[config.mk]
export PLATFORM = sky130hd
export DESIGN_NAME = dcf_ctrl
export DESIGN_NICKNAME = d
export VERILOG_FILES = /design/src/hw/rtl/dcf_pkg.sv /design/src/hw/rtl/dcf_ctrl.sv
export VERILOG_INCLUDE_DIRS = /design/src /design/src/hw/rtl
export SDC_FILE = /design/constraint.sdc
export NUM_CORES = 1
export LEC_CHECK = 0
export BUFFER_PORTS_ARGS = -buffer_cell sky130_fd_sc_hd__buf_2
export CORE_MARGIN = 4
export CORE_UTILIZATION = 56
export CTS_BUF_LIST = sky130_fd_sc_hd__clkbuf_4 sky130_fd_sc_hd__clkbuf_8
export DETAILED_ROUTE_END_ITERATION = 6
export HOLD_SLACK_MARGIN = 0.06
export PLACE_DENSITY_LB_ADDON = 0.05
export SYNTH_ARGS = -nofsm -noshare
export SYNTH_HDL_FRONTEND = slang
export SYNTH_SLANG_ARGS = --single-unit
[constraint.sdc]
create_clock -name clk_i -period 2.8 [get_ports clk_i]
set_input_delay 0.28 -clock clk_i [delete_from_list [all_inputs] [get_ports clk_i]]
set_output_delay 0.28 -clock clk_i [all_outputs]
set_load 0.02 [all_outputs]
[src/hw/rtl/decimating_complex_fir_top_defines.svh]
// ----------------------------------------------------------------------------
// Assertion macros for the decimating complex FIR filter
// Shared shorthand for concurrent checks clocked on clk_i and disabled in reset.
// ----------------------------------------------------------------------------
`ifndef DECIMATING_COMPLEX_FIR_TOP_DEFINES_SVH
`define DECIMATING_COMPLEX_FIR_TOP_DEFINES_SVH

// Checks that a property holds at every clock edge outside reset.
`define DCF_ASSERT(lbl, prop, msg) \
  lbl: assert property (@(posedge clk_i) disable iff (!rst_ni) prop) else $error(msg);

// Checks that a condition never occurs outside reset.
`define DCF_ASSERT_NEVER(lbl, cond, msg) \
  lbl: assert property (@(posedge clk_i) disable iff (!rst_ni) !(cond)) else $error(msg);

`endif

[src/hw/rtl/dcf_pkg.sv]
// ----------------------------------------------------------------------------
// dcf_pkg
// Types and fixed constants shared by the decimating complex FIR modules.
// ----------------------------------------------------------------------------
package dcf_pkg;

  // Fixed register widths of the configuration port.
  localparam int unsigned FACTOR_W = 9;
  localparam int unsigned COUNT_W  = 8;
  localparam int unsigned IDX_W    = 6;
  localparam int unsigned APB_AW   = 4;
  localparam int unsigned APB_DW   = 32;

  // Largest decimation factor that takes effect; larger values clamp to it.
  localparam logic [FACTOR_W-1:0] FACTOR_MAX = 9'd256;

  // Register map, one register every four bytes.
  typedef enum logic [1:0] {
    REG_DEC_FACTOR,
    REG_COEF_INDEX,
    REG_COEF_REAL,
    REG_COEF_IMAG
  } reg_idx_e;

  // Controller states.
  typedef enum logic [1:0] {
    ST_IDLE,
    ST_MAC,
    ST_DRAIN,
    ST_FINISH
  } ctrl_state_e;

  // Commands from the controller to the datapath.
  typedef struct packed {
    logic accept;   // store the incoming word and set up a new pass
    logic step;     // issue the reads for one tap
    logic finish;   // round, saturate and load the output register
  } dp_cmd_t;

  // Status from the datapath to the controller.
  typedef struct packed {
    logic last_tap;   // the tap being issued is the final one
    logic busy;       // multiply-accumulate pipeline still holds taps
    logic slot_free;  // output register can take a result this cycle
  } dp_status_t;

endpackage

[src/hw/rtl/dcf_ctrl.sv]
// ----------------------------------------------------------------------------
// dcf_ctrl
// Controller: input handshake, decimation counter and the sequence of one
// multiply-accumulate pass.
// ----------------------------------------------------------------------------
`include "decimating_complex_fir_top_defines.svh"

module dcf_ctrl (
  input  logic                          clk_i,
  input  logic                          rst_ni,
  input  logic                          sample_valid_i,
  output logic                          sample_ready_o,
  input  logic [dcf_pkg::FACTOR_W-1:0]  factor_i,
  input  dcf_pkg::dp_status_t           status_i,
  output dcf_pkg::dp_cmd_t              cmd_o
);

  import dcf_pkg::*;

  ctrl_state_e         state_q, state_d;
  logic [COUNT_W-1:0]  cnt_q, cnt_d;
  logic [FACTOR_W-1:0] eff_factor;
  logic [FACTOR_W-1:0] cnt_inc;
  logic                emit;
  logic                accept;

  // State and decimation count registers.
  always_ff @(posedge clk_i or negedge rst_ni) begin
    if (!rst_ni) begin
      state_q <= ST_IDLE;
      cnt_q   <= '0;
    end else begin
      state_q <= state_d;
      cnt_q   <= cnt_d;
    end
  end

  // Clamp the factor, decide on emission and sequence the pass.
  always_comb begin
    eff_factor = factor_i;
    if (factor_i == '0) begin
      eff_factor = FACTOR_W'(1);
    end else if (factor_i > FACTOR_MAX) begin
      eff_factor = FACTOR_MAX;
    end
    cnt_inc = FACTOR_W'(cnt_q) + FACTOR_W'(1);
    emit    = (cnt_inc >= eff_factor);

    state_d        = state_q;
    cnt_d          = cnt_q;
    sample_ready_o = 1'b0;
    accept         = 1'b0;
    cmd_o          = '0;

    case (state_q)
      ST_IDLE: begin
        sample_ready_o = 1'b1;
        if (sample_valid_i) begin
          accept       = 1'b1;
          cmd_o.accept = 1'b1;
          if (emit) begin
            cnt_d   = '0;
            state_d = ST_MAC;
          end else begin
            cnt_d = cnt_inc[COUNT_W-1:0];
          end
        end
      end
      ST_MAC: begin
        cmd_o.step = 1'b1;
        if (status_i.last_tap) begin
          state_d = ST_DRAIN;
        end
      end
      ST_DRAIN: begin
        if (!status_i.busy) begin
          state_d = ST_FINISH;
        end
      end
      ST_FINISH: begin
        if (status_i.slot_free) begin
          cmd_o.finish = 1'b1;
          state_d      = ST_IDLE;
        end
      end
      default: begin
        state_d = ST_IDLE;
      end
    endcase
  end

  // A word that completes the decimation interval starts a pass.
  `DCF_ASSERT(a_emit_starts_pass, (accept && emit) |=> (state_q == ST_MAC),
              "emitting word did not start a pass")
  // A word that does not emit leaves the controller ready for the next one.
  `DCF_ASSERT(a_skip_stays_idle, (accept && !emit) |=> (state_q == ST_IDLE && cnt_q != '0),
              "non-emitting word did not return to idle with a counted sample")
  // The pass runs until the datapath reports the last tap.
  `DCF_ASSERT(a_mac_holds, (state_q == ST_MAC && !status_i.last_tap) |=> (state_q == ST_MAC),
              "pass left before the last tap")
  // Results are only loaded once the pipeline is empty.
  `DCF_ASSERT_NEVER(a_finish_while_busy, cmd_o.finish && status_i.busy,
                    "result loaded while taps were still in flight")

endmodule

==> metrics.yaml <==
fmax_mhz: 399
drtAntennaViolNets: 0
relSlewSlack_pct: 76.8
r2r_slack_ns: 0.29
cpLargestDelayFamily: "compound AO/OA/AOI/OAI gates"
nets: 153
hp-class: "in -> reg"
status: "finished clean"
fin_cells: 138
htree_levels: 1
drt_iter0_markers: 16
netlist_instances: 100
die_h_um: 47.9
io_pins: 19
crit_chain: "ha_1 > nand3_1 > xnor2_1 > ha_1 > a211oi_2 > o21ai_1 > a211oi_4 > buf_4 > nand2_1 > o21ai_0"
post-dp-hpwl_um: 1570
cp-startpoint: "cnt_q[0]"
regToRegStartpoint: "cnt_q[0]"
initial_core_util_pct: 59.3
syn_area_per_cell_um2: 8.93
cts_setup_buffers: 0
placed_cells: 134
synth-seq-cells: 10
cp-end-kind: "register"
slowest_stage: "dfrtp_1"
wirelength_um: 1900
path_class: "reg -> reg"
finalHoldViolCount: 0
yosysWarnings: 0
synth_ff_type: "dfrtp_1"
numCtsBuffers: 3
netlist.area_leader.share_pct: 28.0
critPathMostFrequentCell: "ha_1"
syn-num-nets: 129
first_global_vias: 745
cts.clk_slew.worst_paths_ns: 0.07
die-area_um2: 2300
crit_arrival_ns: 2.68
post-route-min-period_ns: 2.51
fp.dieW_um: 47.9
clock-sinks: 10
track_usage_pct: 20.7
fin_skew_ns: 0.0148
layout_setup_ws_ns: 0.295
finalMaxSlewViolations: 0
p_sw_share_pct: 44.8
synth_top_area_cell: "dfrtp_1"
synth.distinct_cells: 33
r2r_cells: 10
internal-power_w: 0.000470
post_synth_main_area_contributors: "dfrtp_1 28%, ha_1 20%, nand2_1 5.9%"
finalSetupTns_ns: 0
max_stage_delay_ns: 0.43
clk_latency_ns: 0.27
rsz0062_at_grt: "no"
path_buf_inv: 1
clk_path_buf_depth: 2
cts_tree: "yes"
p_clk_share_pct: 11.3
async_flop_share_pct: 100
seq_area_frac_synth_pct: 28.0
p_comb_share_pct: 59.7
pre_cts_slack_ns: 0.294
first_pass_iters: 4
viasPerCell: 5.66
grt_pass1_wl_um: 3330
placed_area_um2: 1010
cellPowerDensity_nw_per_um2: 820
synthesis.area_um2: 893
worstMarginPinSlew_ns: 0.347
p_seq_share_pct: 29.0
port_buffers: 18
fin_crit_sh_pct: 89.5
wl_per_cell_um: 13.7
cp-start-kind: "register"
overflow: 0
critPathCapture: "cnt_q[0]"
power.total_w: 0.000851
vias: 781
antennaDiodeCount: 0
cp_num_cells: 10
area_growth_pct: 16.2
coreArea_um2: 1510
final_area_um2: 1040
crit_path_max_fanout: 8
switchingPower_w: 0.000382
root_buffer: "clkbuf_4"
antenna_found_initial: 0
maxCapViolations: 0
required_ns: 2.97
place.gp.congestion: 0.805
p_leak_nw: 0.543
grt_max_degree: 11
drc_errors: 0
vdd_drop_max_v: 0.000723
finalSetupViolCount: 0
std_cell_rows: 14
drive_gt1_share_pct: 22.1
r2r_end: "cnt_q[0]"
synth_edf_count: 0
-- cell usage after synthesis (3+ instances only) --
library cell,count
a21oi_1,3
nand3_1,4
xnor2_1,3
a32o_1,4
dfrtp_1,10
nor2_1,3
ha_1,14
and3_1,4
nand2_1,14
o21ai_0,5
inv_1,7
xor2_1,3
-- metrics by stage --
| step | hold slack [ns] | util (%) |
|---|---|---|
| after global placement | 0.151 | 66.8 |
| after global routing | 0.389 | 68.9 |
| final | 0.360 | 68.9 |
| after CTS | 0.366 | 68.9 |
| after floorplan | -0.0156 | - |
| after detailed placement | 0.151 | 66.8 |
-- worst min path at each step --
| stage | end | slack [ns] | startpoint | depth (start not counted) |
|---|---|---|---|---|
| after floorplan | cnt_q[0] | -0.02 | rst_ni | 0 |
| after global placement | cnt_q[5] | 0.15 | rst_ni | 1 |
| after detailed placement | cnt_q[7] | 0.15 | rst_ni | 1 |
| after CTS | cnt_q[2] | 0.37 | sample_valid_i | 3 |
| after global routing | cnt_q[2] | 0.39 | sample_valid_i | 3 |
| final | cnt_q[2] | 0.36 | sample_valid_i | 3 |
-- power groups by stage --
| stage | clock, W | sequential [W] | combinational [W] |
|---|---|---|---|
| 5_1_grt | 0.000108 | 0.000256 | 0.000588 |
| 2_1_floorplan | 0 | 0.000234 | 0.000384 |
| 6_report | 0.0000964 | 0.000247 | 0.000508 |
| 4_1_cts | 0.0000973 | 0.000246 | 0.000510 |
| 3_5_place_dp | 0 | 0.000247 | 0.000508 |
| 3_3_place_gp | 0 | 0.000244 | 0.000494 |
-- worst min-delay path, cell delays in order --
cell and delay, ns:
buf_2 0.16, nand2_1 0.08, o21ai_0 0.07
-- cell families after synthesis --
kind of cell | after synthesis | synth area share [%]
DFF | 10 | 28.0
muxes | 1 | 1.68
AOI/OAI and AO/OA | 21 | 18.6
xor gates and xnor gates | 6 | 5.88
and+or+nand+nor | 39 | 22.3
adders and majority gates | 14 | 19.6
buffers and inverters | 9 | 3.92
-- cell usage in the layout (no fill, tap or decap), types with 2 or more instances in the layout --
cell type and instances:
buf_2 18, nand2_1 14, ha_1 14, dfrtp_1 10, inv_1 7, o21ai_0 5
nand3_1 4, and3_1 4, a32o_1 4, xnor2_1 3, nor2_1 3, xor2_1 3
a21oi_1 3, clkbuf_4 3, nor3_1 2, nand4_1 2, o21ai_1 2, nor2b_1 2
nand2b_1 2
-- what timing repair did --
| item | in CTS | in global routing |
|---|---|---|
| hold buffers | 1 | 0 |
| hold endpoints to repair | 10 | 0 |
| resized for setup | 0 | 0 |
-- area by class of cell --
cell class / instances / area [µm²]
inverters: 8 / 30.0
well taps: 16 / 20.0
repair buffers: 20 / 108
flip-flops and latches: 10 / 250
fillers: 130 / 468
multi-input cells: 81 / 608
clock buffers: 3 / 22.5
-- flip-flops by register name, summed over array words and instances (netlist names) --
name and count:
cnt_q 8, state_q 2
-- routing by layer --
layer  up-vias  wire length (µm)  global-route usage, %
li1        412                 -                      -
met1       360               906                   27.9
met2         7               924                   32.2
met3         2                59                   6.77
met4         0                 6                   4.30
met5         -                 0                      0
Power figures use the tool's default switching activity.
